### src/rtl/assert_macros.svh
// assertion helpers for the rtl files, included by the encoder unit
`ifndef ASSERT_MACROS_SVH
`define ASSERT_MACROS_SVH

`ifndef ASSERT_OFF

// same-cycle implication, checked at every rising edge outside reset
`define ASSERT_IMPL(label, clk, rst_n, ante, cons) \
    label: assert property (@(posedge clk) disable iff (!(rst_n)) (ante) |-> (cons)) \
        else $error("assertion failed");

// next-cycle implication
`define ASSERT_NEXT(label, clk, rst_n, ante, cons) \
    label: assert property (@(posedge clk) disable iff (!(rst_n)) (ante) |=> (cons)) \
        else $error("assertion failed");

`else

`define ASSERT_IMPL(label, clk, rst_n, ante, cons)
`define ASSERT_NEXT(label, clk, rst_n, ante, cons)

`endif

`endif

### src/rtl/rvenc_pkg.sv
package rvenc_pkg;

    localparam int CMD_W   = 6;
    localparam int REG_W   = 5;
    localparam int IMM_W   = 20;
    localparam int WORD_W  = 32;

    // mnemonic codes
    localparam logic [CMD_W-1:0] CMD_ADD   = 6'd0;
    localparam logic [CMD_W-1:0] CMD_SUB   = 6'd1;
    localparam logic [CMD_W-1:0] CMD_SLL   = 6'd2;
    localparam logic [CMD_W-1:0] CMD_SLT   = 6'd3;
    localparam logic [CMD_W-1:0] CMD_SLTU  = 6'd4;
    localparam logic [CMD_W-1:0] CMD_XOR   = 6'd5;
    localparam logic [CMD_W-1:0] CMD_SRL   = 6'd6;
    localparam logic [CMD_W-1:0] CMD_SRA   = 6'd7;
    localparam logic [CMD_W-1:0] CMD_OR    = 6'd8;
    localparam logic [CMD_W-1:0] CMD_AND   = 6'd9;
    localparam logic [CMD_W-1:0] CMD_JALR  = 6'd10;
    localparam logic [CMD_W-1:0] CMD_LB    = 6'd11;
    localparam logic [CMD_W-1:0] CMD_LH    = 6'd12;
    localparam logic [CMD_W-1:0] CMD_LW    = 6'd13;
    localparam logic [CMD_W-1:0] CMD_LBU   = 6'd14;
    localparam logic [CMD_W-1:0] CMD_LHU   = 6'd15;
    localparam logic [CMD_W-1:0] CMD_ADDI  = 6'd16;
    localparam logic [CMD_W-1:0] CMD_SLTI  = 6'd17;
    localparam logic [CMD_W-1:0] CMD_SLTIU = 6'd18;
    localparam logic [CMD_W-1:0] CMD_XORI  = 6'd19;
    localparam logic [CMD_W-1:0] CMD_ORI   = 6'd20;
    localparam logic [CMD_W-1:0] CMD_ANDI  = 6'd21;
    localparam logic [CMD_W-1:0] CMD_SLLI  = 6'd22;
    localparam logic [CMD_W-1:0] CMD_SRLI  = 6'd23;
    localparam logic [CMD_W-1:0] CMD_SRAI  = 6'd24;
    localparam logic [CMD_W-1:0] CMD_LUI   = 6'd25;
    localparam logic [CMD_W-1:0] CMD_AUIPC = 6'd26;
    localparam logic [CMD_W-1:0] CMD_JAL   = 6'd27;
    localparam logic [CMD_W-1:0] CMD_BEQ   = 6'd28;
    localparam logic [CMD_W-1:0] CMD_BNE   = 6'd29;
    localparam logic [CMD_W-1:0] CMD_BLT   = 6'd30;
    localparam logic [CMD_W-1:0] CMD_BGE   = 6'd31;
    localparam logic [CMD_W-1:0] CMD_BLTU  = 6'd32;
    localparam logic [CMD_W-1:0] CMD_BGEU  = 6'd33;
    localparam logic [CMD_W-1:0] CMD_SB    = 6'd34;
    localparam logic [CMD_W-1:0] CMD_SH    = 6'd35;
    localparam logic [CMD_W-1:0] CMD_SW    = 6'd36;

    // major opcodes
    localparam logic [6:0] OP_R      = 7'b0110011;
    localparam logic [6:0] OP_IMM    = 7'b0010011;
    localparam logic [6:0] OP_LUI    = 7'b0110111;
    localparam logic [6:0] OP_AUIPC  = 7'b0010111;
    localparam logic [6:0] OP_JAL    = 7'b1101111;
    localparam logic [6:0] OP_BRANCH = 7'b1100011;
    localparam logic [6:0] OP_STORE  = 7'b0100011;
    localparam logic [6:0] OP_LOAD   = 7'b0000011;
    localparam logic [6:0] OP_JALR   = 7'b1100111;
    localparam logic [6:0] F7_BASE   = 7'b0000000;
    localparam logic [6:0] F7_ALT    = 7'b0100000;

    typedef enum logic [2:0] {
        FMT_R,
        FMT_I,
        FMT_U,
        FMT_J,
        FMT_B,
        FMT_S
    } t_fmt;

    typedef struct packed {
        logic       known;
        t_fmt       fmt;
        logic [6:0] opcode;
        logic [2:0] funct3;
        logic [6:0] funct7;
        logic       imm_alt;    // srai: force immediate bit 10
    } t_desc;

endpackage

### src/rtl/rvenc_decode.sv
module rvenc_decode (
    input  logic [rvenc_pkg::CMD_W-1:0] i_command,
    output rvenc_pkg::t_desc            o_desc
);
    import rvenc_pkg::*;

    function automatic t_desc f_mk(t_fmt fmt, logic [6:0] op, logic [2:0] f3,
                                   logic [6:0] f7, logic alt);
        t_desc d;
        d.known   = 1'b1;
        d.fmt     = fmt;
        d.opcode  = op;
        d.funct3  = f3;
        d.funct7  = f7;
        d.imm_alt = alt;
        return d;
    endfunction

    always_comb begin
        unique case (i_command)
            CMD_ADD:   o_desc = f_mk(FMT_R, OP_R, 3'd0, F7_BASE, 1'b0);
            CMD_SUB:   o_desc = f_mk(FMT_R, OP_R, 3'd0, F7_ALT, 1'b0);
            CMD_SLL:   o_desc = f_mk(FMT_R, OP_R, 3'd1, F7_BASE, 1'b0);
            CMD_SLT:   o_desc = f_mk(FMT_R, OP_R, 3'd2, F7_BASE, 1'b0);
            CMD_SLTU:  o_desc = f_mk(FMT_R, OP_R, 3'd3, F7_BASE, 1'b0);
            CMD_XOR:   o_desc = f_mk(FMT_R, OP_R, 3'd4, F7_BASE, 1'b0);
            CMD_SRL:   o_desc = f_mk(FMT_R, OP_R, 3'd5, F7_BASE, 1'b0);
            CMD_SRA:   o_desc = f_mk(FMT_R, OP_R, 3'd5, F7_ALT, 1'b0);
            CMD_OR:    o_desc = f_mk(FMT_R, OP_R, 3'd6, F7_BASE, 1'b0);
            CMD_AND:   o_desc = f_mk(FMT_R, OP_R, 3'd7, F7_BASE, 1'b0);
            CMD_JALR:  o_desc = f_mk(FMT_I, OP_JALR, 3'd0, F7_BASE, 1'b0);
            CMD_LB:    o_desc = f_mk(FMT_I, OP_LOAD, 3'd0, F7_BASE, 1'b0);
            CMD_LH:    o_desc = f_mk(FMT_I, OP_LOAD, 3'd1, F7_BASE, 1'b0);
            CMD_LW:    o_desc = f_mk(FMT_I, OP_LOAD, 3'd2, F7_BASE, 1'b0);
            CMD_LBU:   o_desc = f_mk(FMT_I, OP_LOAD, 3'd4, F7_BASE, 1'b0);
            CMD_LHU:   o_desc = f_mk(FMT_I, OP_LOAD, 3'd5, F7_BASE, 1'b0);
            CMD_ADDI:  o_desc = f_mk(FMT_I, OP_IMM, 3'd0, F7_BASE, 1'b0);
            CMD_SLTI:  o_desc = f_mk(FMT_I, OP_IMM, 3'd2, F7_BASE, 1'b0);
            CMD_SLTIU: o_desc = f_mk(FMT_I, OP_IMM, 3'd3, F7_BASE, 1'b0);
            CMD_XORI:  o_desc = f_mk(FMT_I, OP_IMM, 3'd4, F7_BASE, 1'b0);
            CMD_ORI:   o_desc = f_mk(FMT_I, OP_IMM, 3'd6, F7_BASE, 1'b0);
            CMD_ANDI:  o_desc = f_mk(FMT_I, OP_IMM, 3'd7, F7_BASE, 1'b0);
            CMD_SLLI:  o_desc = f_mk(FMT_I, OP_IMM, 3'd1, F7_BASE, 1'b0);
            CMD_SRLI:  o_desc = f_mk(FMT_I, OP_IMM, 3'd5, F7_BASE, 1'b0);
            CMD_SRAI:  o_desc = f_mk(FMT_I, OP_IMM, 3'd5, F7_BASE, 1'b1);
            CMD_LUI:   o_desc = f_mk(FMT_U, OP_LUI, 3'd0, F7_BASE, 1'b0);
            CMD_AUIPC: o_desc = f_mk(FMT_U, OP_AUIPC, 3'd0, F7_BASE, 1'b0);
            CMD_JAL:   o_desc = f_mk(FMT_J, OP_JAL, 3'd0, F7_BASE, 1'b0);
            CMD_BEQ:   o_desc = f_mk(FMT_B, OP_BRANCH, 3'd0, F7_BASE, 1'b0);
            CMD_BNE:   o_desc = f_mk(FMT_B, OP_BRANCH, 3'd1, F7_BASE, 1'b0);
            CMD_BLT:   o_desc = f_mk(FMT_B, OP_BRANCH, 3'd4, F7_BASE, 1'b0);
            CMD_BGE:   o_desc = f_mk(FMT_B, OP_BRANCH, 3'd5, F7_BASE, 1'b0);
            CMD_BLTU:  o_desc = f_mk(FMT_B, OP_BRANCH, 3'd6, F7_BASE, 1'b0);
            CMD_BGEU:  o_desc = f_mk(FMT_B, OP_BRANCH, 3'd7, F7_BASE, 1'b0);
            CMD_SB:    o_desc = f_mk(FMT_S, OP_STORE, 3'd0, F7_BASE, 1'b0);
            CMD_SH:    o_desc = f_mk(FMT_S, OP_STORE, 3'd1, F7_BASE, 1'b0);
            CMD_SW:    o_desc = f_mk(FMT_S, OP_STORE, 3'd2, F7_BASE, 1'b0);
            default: begin
                // codes past the last mnemonic encode to all zeros
                o_desc         = '0;
                o_desc.known   = 1'b0;
                o_desc.fmt     = FMT_R;
            end
        endcase
    end

endmodule

### src/rtl/rvenc_pack.sv
module rvenc_pack (
    input  rvenc_pkg::t_desc             i_desc,
    input  logic [rvenc_pkg::REG_W-1:0]  i_reg_a,
    input  logic [rvenc_pkg::REG_W-1:0]  i_reg_b,
    input  logic [rvenc_pkg::REG_W-1:0]  i_reg_c,
    input  logic [rvenc_pkg::IMM_W-1:0]  i_imm,
    output logic [rvenc_pkg::WORD_W-1:0] o_word
);
    import rvenc_pkg::*;

    logic [11:0] imm12;

    assign imm12 = i_imm[11:0] | {1'b0, i_desc.imm_alt, 10'b0};

    always_comb begin
        if (!i_desc.known) begin
            o_word = '0;
        end else begin
            unique case (i_desc.fmt)
                FMT_R: o_word = {i_desc.funct7, i_reg_a, i_reg_b, i_desc.funct3,
                                 i_reg_c, i_desc.opcode};
                FMT_I: o_word = {imm12, i_reg_a, i_desc.funct3, i_reg_b, i_desc.opcode};
                FMT_U: o_word = {i_imm[19:0], i_reg_a, i_desc.opcode};
                // offsets arrive halved: imm bit n is offset bit n+1
                FMT_J: o_word = {i_imm[19], i_imm[9:0], i_imm[10], i_imm[18:11],
                                 i_reg_a, i_desc.opcode};
                FMT_B: o_word = {i_imm[11], i_imm[9:4], i_reg_a, i_reg_b, i_desc.funct3,
                                 i_imm[3:0], i_imm[10], i_desc.opcode};
                FMT_S: o_word = {i_imm[11:5], i_reg_a, i_reg_b, i_desc.funct3,
                                 i_imm[4:0], i_desc.opcode};
                default: o_word = '0;
            endcase
        end
    end

endmodule

### src/rtl/rv32i_instruction_encoder_unit.sv
// RV32I instruction encoder
// input channel: i_valid / o_ready with i_command, i_reg_a, i_reg_b, i_reg_c,
//   i_immediate; a transaction is one parsed instruction
// output channel: o_valid / i_ready with o_instruction_word, one word per
//   input transaction, in order
// structure: input register, table decode plus bit placement, result register
// order: an input transaction is captured in the input register, then passes to the
//   result register, where it raises o_valid
// throughput: one instruction per cycle while i_ready does not stall the result register,
//   set by the single decode/pack path between the two registers
// stall: when o_valid is high and i_ready low the result register holds its word; the input
//   register still takes one more transaction, then o_ready drops until the
//   receiver drains
// reset: synchronous active-low i_rst_n empties both registers; o_valid is
//   low and o_ready high in the first cycle after reset
// unknown command codes give a zero word
`include "assert_macros.svh"

module rv32i_instruction_encoder_unit (
    input  logic                                i_clk,
    input  logic                                i_rst_n,
    input  logic                                i_valid,
    output logic                                o_ready,
    input  logic [rvenc_pkg::CMD_W-1:0]         i_command,
    input  logic [rvenc_pkg::REG_W-1:0]         i_reg_a,
    input  logic [rvenc_pkg::REG_W-1:0]         i_reg_b,
    input  logic [rvenc_pkg::REG_W-1:0]         i_reg_c,
    input  logic signed [rvenc_pkg::IMM_W-1:0]  i_immediate,
    output logic                                o_valid,
    input  logic                                i_ready,
    output logic [rvenc_pkg::WORD_W-1:0]        o_instruction_word
);
    import rvenc_pkg::*;

    logic               r_s1_valid;
    logic [CMD_W-1:0]   r_s1_cmd;
    logic [REG_W-1:0]   r_s1_reg_a;
    logic [REG_W-1:0]   r_s1_reg_b;
    logic [REG_W-1:0]   r_s1_reg_c;
    logic [IMM_W-1:0]   r_s1_imm;
    logic               r_out_valid;
    logic [WORD_W-1:0]  r_out_word;

    logic               out_ready;
    logic               s1_ready;
    logic               s1_advance;
    t_desc              desc;
    logic [WORD_W-1:0]  n_word;

    assign out_ready  = !r_out_valid || i_ready;
    assign s1_ready   = !r_s1_valid || out_ready;
    assign s1_advance = r_s1_valid && out_ready;

    always_ff @(posedge i_clk) begin
        if (!i_rst_n) begin
            r_s1_valid <= 1'b0;
        end else if (s1_ready) begin
            r_s1_valid <= i_valid;
        end
    end

    always_ff @(posedge i_clk) begin
        if (i_valid && s1_ready) begin
            r_s1_cmd   <= i_command;
            r_s1_reg_a <= i_reg_a;
            r_s1_reg_b <= i_reg_b;
            r_s1_reg_c <= i_reg_c;
            r_s1_imm   <= i_immediate;
        end
    end

    rvenc_decode u_decode (
        .i_command (r_s1_cmd),
        .o_desc    (desc)
    );

    rvenc_pack u_pack (
        .i_desc  (desc),
        .i_reg_a (r_s1_reg_a),
        .i_reg_b (r_s1_reg_b),
        .i_reg_c (r_s1_reg_c),
        .i_imm   (r_s1_imm),
        .o_word  (n_word)
    );

    always_ff @(posedge i_clk) begin
        if (!i_rst_n) begin
            r_out_valid <= 1'b0;
        end else if (out_ready) begin
            r_out_valid <= r_s1_valid;
        end
    end

    always_ff @(posedge i_clk) begin
        if (s1_advance) begin
            r_out_word <= n_word;
        end
    end

    assign o_ready            = s1_ready;
    assign o_valid            = r_out_valid;
    assign o_instruction_word = r_out_word;

    // a held instruction must not be replaced while the result side is full
    `ASSERT_NEXT(a_s1_hold, i_clk, i_rst_n, r_s1_valid && !out_ready,
                 r_s1_valid && $stable(r_s1_cmd) && $stable(r_s1_imm))
    // an instruction moving out of the input register lands in the result register
    `ASSERT_NEXT(a_s1_to_out, i_clk, i_rst_n, s1_advance, r_out_valid)
    // unknown codes encode to zero
    `ASSERT_IMPL(a_unknown_zero, i_clk, i_rst_n, r_s1_valid && !desc.known,
                 n_word == '0)
    // every known encoding ends in the 32-bit marker
    `ASSERT_IMPL(a_low_bits, i_clk, i_rst_n, r_s1_valid && desc.known,
                 n_word[1:0] == 2'b11)
    // an empty input register always takes a transaction
    `ASSERT_IMPL(a_empty_ready, i_clk, i_rst_n, !r_s1_valid, o_ready)

endmodule
### config.mk
export PLATFORM = sky130hd
export DESIGN_NAME = rv32i_instruction_encoder_unit
export DESIGN_NICKNAME = d
export VERILOG_FILES = /design/src/rtl/rvenc_pkg.sv /design/src/rtl/rvenc_decode.sv /design/src/rtl/rvenc_pack.sv /design/src/rtl/rv32i_instruction_encoder_unit.sv
export VERILOG_INCLUDE_DIRS = /design/src /design/src/rtl
export SDC_FILE = /design/constraint.sdc
export NUM_CORES = 1
export LEC_CHECK = 0
export BUFFER_PORTS_ARGS = -buffer_cell sky130_fd_sc_hd__buf_2
export CAP_MARGIN = 20
export CORE_MARGIN = 3
export CORE_UTILIZATION = 55
export DETAILED_ROUTE_END_ITERATION = 8
export PLACE_DENSITY = 0.83
export SETUP_SLACK_MARGIN = 0.2
export SYNTH_ARGS = -nofsm -noshare
export SYNTH_HDL_FRONTEND = slang
export SYNTH_SLANG_ARGS = --single-unit
### constraint.sdc
create_clock -name i_clk -period 3.97 [get_ports i_clk]
set_clock_uncertainty 0.15 [all_clocks]
set_input_delay 1.191 -clock i_clk [delete_from_list [all_inputs] [get_ports i_clk]]
set_output_delay 1.191 -clock i_clk [all_outputs]
set_load 0.01 [all_outputs]
-- Word-level counts from Yosys, hierarchy flattened
Memories as Yosys holds them, arrays and structs flattened. A register that Yosys moved wholly into a read port is not among the register bits.
Index checks and enable logic that the tools add are counted.
- add/sub/neg operators: 0
- multiply operators: 0
- divide/modulo/power cells: 0
- order comparisons: 0
- eq/ne operators: 5
- shift-type cells: 0
- multiplexer cells: 2
- bitwise gates (word level): 1
- reduce and logical (&&, ||, !) cells: 7
- operators by type and width (cell ; number):
    32-bit case mux with 6 select lines ; 1
    12-bit by 11-bit OR with 12-bit output ; 1
    3-bit by 2-bit equality test with 1-bit output, second input constant ; 2
    3-bit equality test, second input constant ; 2
    6-bit two-way mux ; 1
    3-bit by 1-bit equality test with 1-bit output, second input constant ; 1
    3-bit zero test ; 1
    1-bit logical AND ; 2
    1-bit zero test ; 2
    1-bit logical OR ; 2
- bits in registers: 75
- latch bits: 0
- memory bits (writable): 0
- bits in read-only memories: 1024
- input bits: 45
- output and inout bits: 34
- logic and storage cells: 24
- memories kept: 1
- memories (memory ; depth ; bits a word ; read ports ; clocked after memory_dff ; write ports ; line ; text):
    (no name shown) ; 64 ; 16 ; 1 ; 1 ; 0 ; rvenc_decode.sv:20 ; unique case (i_command)

-- Depth between registers and ports, before layout
- depth in word-level cells: 5
- mapped depth: 12
- depth with buffers taken out: 11

-- Hierarchy
From an unflattened synthesis, not the netlist that was laid out.
- cell total of the unflattened synthesis: 327
- area, all modules: 3898.7 um2
- by module, submodules not included (module ; instances ; cells each ; area an instance (um2) ; seq. area each (um2)):
    rv32i_instruction_encoder_unit ; 1 ; 82 ; 2296.0 ; 2232.1
    rvenc_pack ; 1 ; 156 ; 1024.7 ; 0.0
    rvenc_decode ; 1 ; 89 ; 578.1 ; 0.0

-- Worst setup path after synthesis
OpenSTA, ideal clock, no wires.
- path type: input -> register
- start: input port i_ready
- end: register u_decode.o_desc[9] (netlist name)
- setup time: 0.114 ns
- data arrival time: 3.238 ns
- required time: 3.706 ns
- path slack: 0.468 ns
- cell stages on the path: 8
- buffers on the path: 0
- path through: and3b_4 inv_6 nand2_8 mux2i_1 inv_1 ha_1 mux4_2 a21o_1
- word-level cells in the longest chain between the ends: 4
- RTL lines (what ; line ; text):
    start: declaration ; rv32i_instruction_encoder_unit.sv:30 ; input logic i_ready,
    1-bit logical OR ; rv32i_instruction_encoder_unit.sv:50 ; assign out_ready = !r_out_valid || i_ready;
    1-bit logical OR ; rv32i_instruction_encoder_unit.sv:51 ; assign s1_ready = !r_s1_valid || out_ready;
    via o_ready ; rv32i_instruction_encoder_unit.sv:23 ; output logic o_ready,
    1-bit logical AND ; rv32i_instruction_encoder_unit.sv:63 ; if (i_valid && s1_ready) begin
    6-bit two-way mux (no source line) ; - ;
The timed path passes the listed nets, and every way through them passes these cells.
A chain may end at the register's enable or synchronous reset.

-- Worst setup path in the final report
- start: input port i_ready
- end: register u_decode.o_desc[9] (netlist name)
- word-level cells in the longest chain between the ends: 4
- RTL lines (what ; line):
    1-bit logical OR ; rv32i_instruction_encoder_unit.sv:50
    1-bit logical OR ; rv32i_instruction_encoder_unit.sv:51
    1-bit logical AND ; rv32i_instruction_encoder_unit.sv:63
    6-bit two-way mux (no source line) ; -
No other way between the ends.

==> results.sh <==
export IMPL_slowest_stage="mux2i_1"
export IMPL_cts_tree="done"
export IMPL_outcome="complete, no violations"
export IMPL_slew_limit_headroom_pct=38.7
export IMPL_fmax_ghz=0.300
export IMPL_yosys_cell_types_count=52
export IMPL_drc=0
export IMPL_drt_vias_per_instance=5.91
export IMPL_async_flop_share_pct=0
export IMPL_path_class="in2reg"
export IMPL_r2r_slack_ns=1.27
export IMPL_min_delay_path_depth=1
export IMPL_critPathRequiredTime_ns=4.06
export IMPL_finalNonFillerCells=526
export IMPL_grt_pass1_vias=2934
export IMPL_cts_max_level=3
export IMPL_dieArea_um2=8810
export IMPL_ir_drop_mv=0.233
export IMPL_cts_root_buf="clkbuf_8"
export IMPL_ys_seq_elements=88
export IMPL_holdPathEnd="o_valid"
export IMPL_hp_class="reg2reg"
export IMPL_die_y_um=93.9
export IMPL_worst_path_max_fanout=17
export IMPL_endpoint_kind="register"
export IMPL_portBuffers=78
export IMPL_synth_top_family_by_area="compound AO/OA/AOI/OAI gates"
export IMPL_row_count=31
export IMPL_yosys_most_used_dff="edfxtp_1"
export IMPL_utilization_pct=67.4
export IMPL_drtAntennaViolNets=0
export IMPL_synth_area_leader_cell="edfxtp_1"
export IMPL_core_area_um2=7370
export IMPL_die_width_um=93.9
export IMPL_synth_avg_cell_area_um2=12.5
export IMPL_critPathMaxStageDelay_ns=0.52
export IMPL_holdBufCountCts=0
export IMPL_timing_rr_end="u_decode.o_desc[9]"
export IMPL_wl_um=9380
export IMPL_synth_xor_area_share_pct=0
export IMPL_finalNetCount=475
export IMPL_grt_pass1_wl_um=14800
export IMPL_yosys_area_share_adder_pct=2.36
export IMPL_r2r_start="o_valid"
export IMPL_clk_latency_ns=0.35
export IMPL_ys_seq_area_share_pct=58.4
export IMPL_start_util_pct=57.6
export IMPL_drive_above_1_share_pct=29.7
export IMPL_grtUsageTotal_pct=22.2
export IMPL_final_hold_violation_count=0
export IMPL_clock_tree_buffer_depth=2
export IMPL_cts_buffers=9
export IMPL_p_per_area_nw_per_um2=419
export IMPL_syn_inst=340
export IMPL_cts_sinks=88
export IMPL_dp_hpwl_um=6760
export IMPL_synth_area_um2=4250
export IMPL_drt_iter0_drc=275
export IMPL_layout_min_cycle_time_ns=3.34
export IMPL_dr_total_vias=3111
export IMPL_antenna_found_initial=0
export IMPL_synth_area_leaders="edfxtp_1 51%, dfxtp_1 7.5%, mux2i_1 4.7%, mux4_2 3.2%, nor2_1 3.0%"
export IMPL_drt_first_pass_iters=5
export IMPL_grt_start_max_net_pins=32
export IMPL_cp_arrival_ns=3.43
export IMPL_rsz0062_at_grt="false"
export IMPL_wl_per_cell_um=17.8
export IMPL_synth_edf_count=72
export IMPL_final_fill_count=587
export IMPL_maxCapViolations=0
export IMPL_ioPinCount=79
export IMPL_tightest_slew_ns=0.918
export IMPL_synth_nets=393
export IMPL_fin_crit_sh_pct=84.1
export IMPL_start_kind="input pin"
export IMPL_crit_chain="buf_2, and3b_4, inv_6, nand2_8, mux2i_1, inv_1, ha_1, mux4_2, a21o_1"
export IMPL_clk_pin_slew_ns=0.08
export IMPL_p_leak_nw=1.92
export IMPL_synth_top_area_share_pct=50.9
export IMPL_post_cts_buffers=0
export IMPL_area_growth_pct=16.8
export IMPL_worstHoldStart="r_s1_valid"
export IMPL_setup_viol=0
export IMPL_finalMaxSlewViolations=0
export IMPL_tns_ns=0
export IMPL_ys_warn_count=0
export IMPL_r2r_cells=8
export IMPL_muxShareOfSynthArea_pct=11.7
export IMPL_yosys_area_share_simple_pct=11.7
export IMPL_synth_compound_area_share_pct=13.3
export IMPL_gp_congestion=0.906
export IMPL_antenna_cells=0
export IMPL_cts_resized=0
export IMPL_grt_overflow=0
export IMPL_post_place_cells=510
==> cells in the mapped netlist, types with 2 or more instances <==
cell type  count
o22ai_1        3
clkbuf_1       9
a31oi_1        2
and3_1         5
nand2_1       26
mux2i_4        2
a22oi_1       10
mux2i_1       20
edfxtp_1      72
o21ai_0        9
inv_2          2
ha_1           8
clkinv_1       2
mux2_2         9
a21oi_1       22
nand3_1        7
and2_1         3
nor2b_1        6
o21a_1         3
nor2_1        34
nor3_1         5
nand4b_1       3
a21boi_0       7
o211ai_1       3
a211oi_1       5
inv_1          4
nor3b_1        4
nand2b_1       2
dfxtp_1       16
buf_4          2
mux4_2         6
o22a_1         6
buf_2          4
==> per-layer routing <==
metal | wire length [um] | global-route usage (%)
met5 | 0 | 0
met4 | 240 | 8.42
met3 | 783 | 6.89
met2 | 4620 | 35.3
met1 | 3740 | 28.5
==> how the worst max path moves through the flow <==
stage | from | to | slack [ns]
global placement | i_ready | u_decode.o_desc[9] | 0.40
global route | i_ready | u_decode.o_desc[9] | 0.46
CTS | i_ready | u_decode.o_desc[9] | 0.65
detailed placement | i_ready | u_decode.o_desc[9] | 0.29
floorplan | i_ready | u_decode.o_desc[9] | 0.47
finish | i_ready | u_decode.o_desc[9] | 0.63
==> registers in the layout, indices dropped and copies added, names as in the netlist <==
name and cells:
u_decode.o_desc 14, r_s1_cmd 6, r_s1_imm 20, o_instruction_word 31, r_s1_reg_a 5, r_s1_reg_c 5, r_s1_valid 1, r_s1_reg_b 5
o_valid 1
==> metrics by stage <==
step	hold WS, ns	setup WS, ns	area, um^2	total power, mW
floorplan	0.328	0.468	4250	1.36
detailed placement	0.362	0.295	4760	1.47
global route	0.397	0.465	4960	2.17
global placement	0.351	0.397	4760	1.46
finish	0.379	0.631	4960	2.08
CTS	0.382	0.654	4960	2.09
==> cells in the final DEF (no fill, tap or decap), types with 2 or more instances in the layout <==
cell type	Yosys	routed
o21ai_0	9	9
mux4_2	6	6
edfxtp_1	72	72
nand3_1	7	7
clkinv_4	0	2
o211ai_1	3	3
a21boi_0	7	7
buf_2	4	78
nor2b_1	6	5
a31oi_1	2	2
buf_4	2	8
and3_1	5	5
nand2_1	26	26
o21a_1	3	3
nor2_1	34	34
o22ai_1	3	3
a22oi_1	10	10
mux2i_4	2	2
nand4b_1	3	3
ha_1	8	8
clkbuf_8	0	11
inv_2	2	2
mux2_2	9	9
nand2b_1	2	2
and2_1	3	3
clkinv_1	2	2
inv_1	4	4
a21oi_1	22	22
a211oi_1	5	5
mux2i_1	20	20
o22a_1	6	6
nor3b_1	4	4
dfxtp_1	16	16
nor3_1	5	5
==> area by class of cell <==
type / count / area (um^2) / share of cell area, %
flip-flops and latches: 88 / 2480 / 50.0
inverters: 9 / 38.8 / 0.781
repair buffers: 86 / 450 / 9.07
clock inverters: 4 / 52.6 / 1.06
well taps: 99 / 124 / 2.50
multi-input cells: 228 / 1660 / 33.5
clock buffers: 12 / 155 / 3.13
==> worst max-delay path: cells and delay by family <==
kind | cells | cell delay, ns
AO/OA/AOI/OAI | 1 | 0.20
multiplexers | 2 | 1.00
adder cells (fa/ha/maj) | 1 | 0.27
AND/OR/NAND/NOR | 2 | 0.47
buffers and inverters | 3 | 0.29
==> logic make-up after synthesis <==
| group | after synthesis |
|---|---|
| compound gates | 82 |
| simple gates | 100 |
| fa+ha+maj | 8 |
| mux | 38 |
| flops | 88 |
| buf+inv | 24 |
==> power by group <==
group / internal, mW / switching [mW] / total [mW] / leakage [nW]
registers: 1.07 / 0.0471 / 1.12 / 0.825
logic: 0.151 / 0.184 / 0.336 / 0.987
clock network: 0.327 / 0.297 / 0.623 / 0.107
Power figures use the tool's default switching activity.
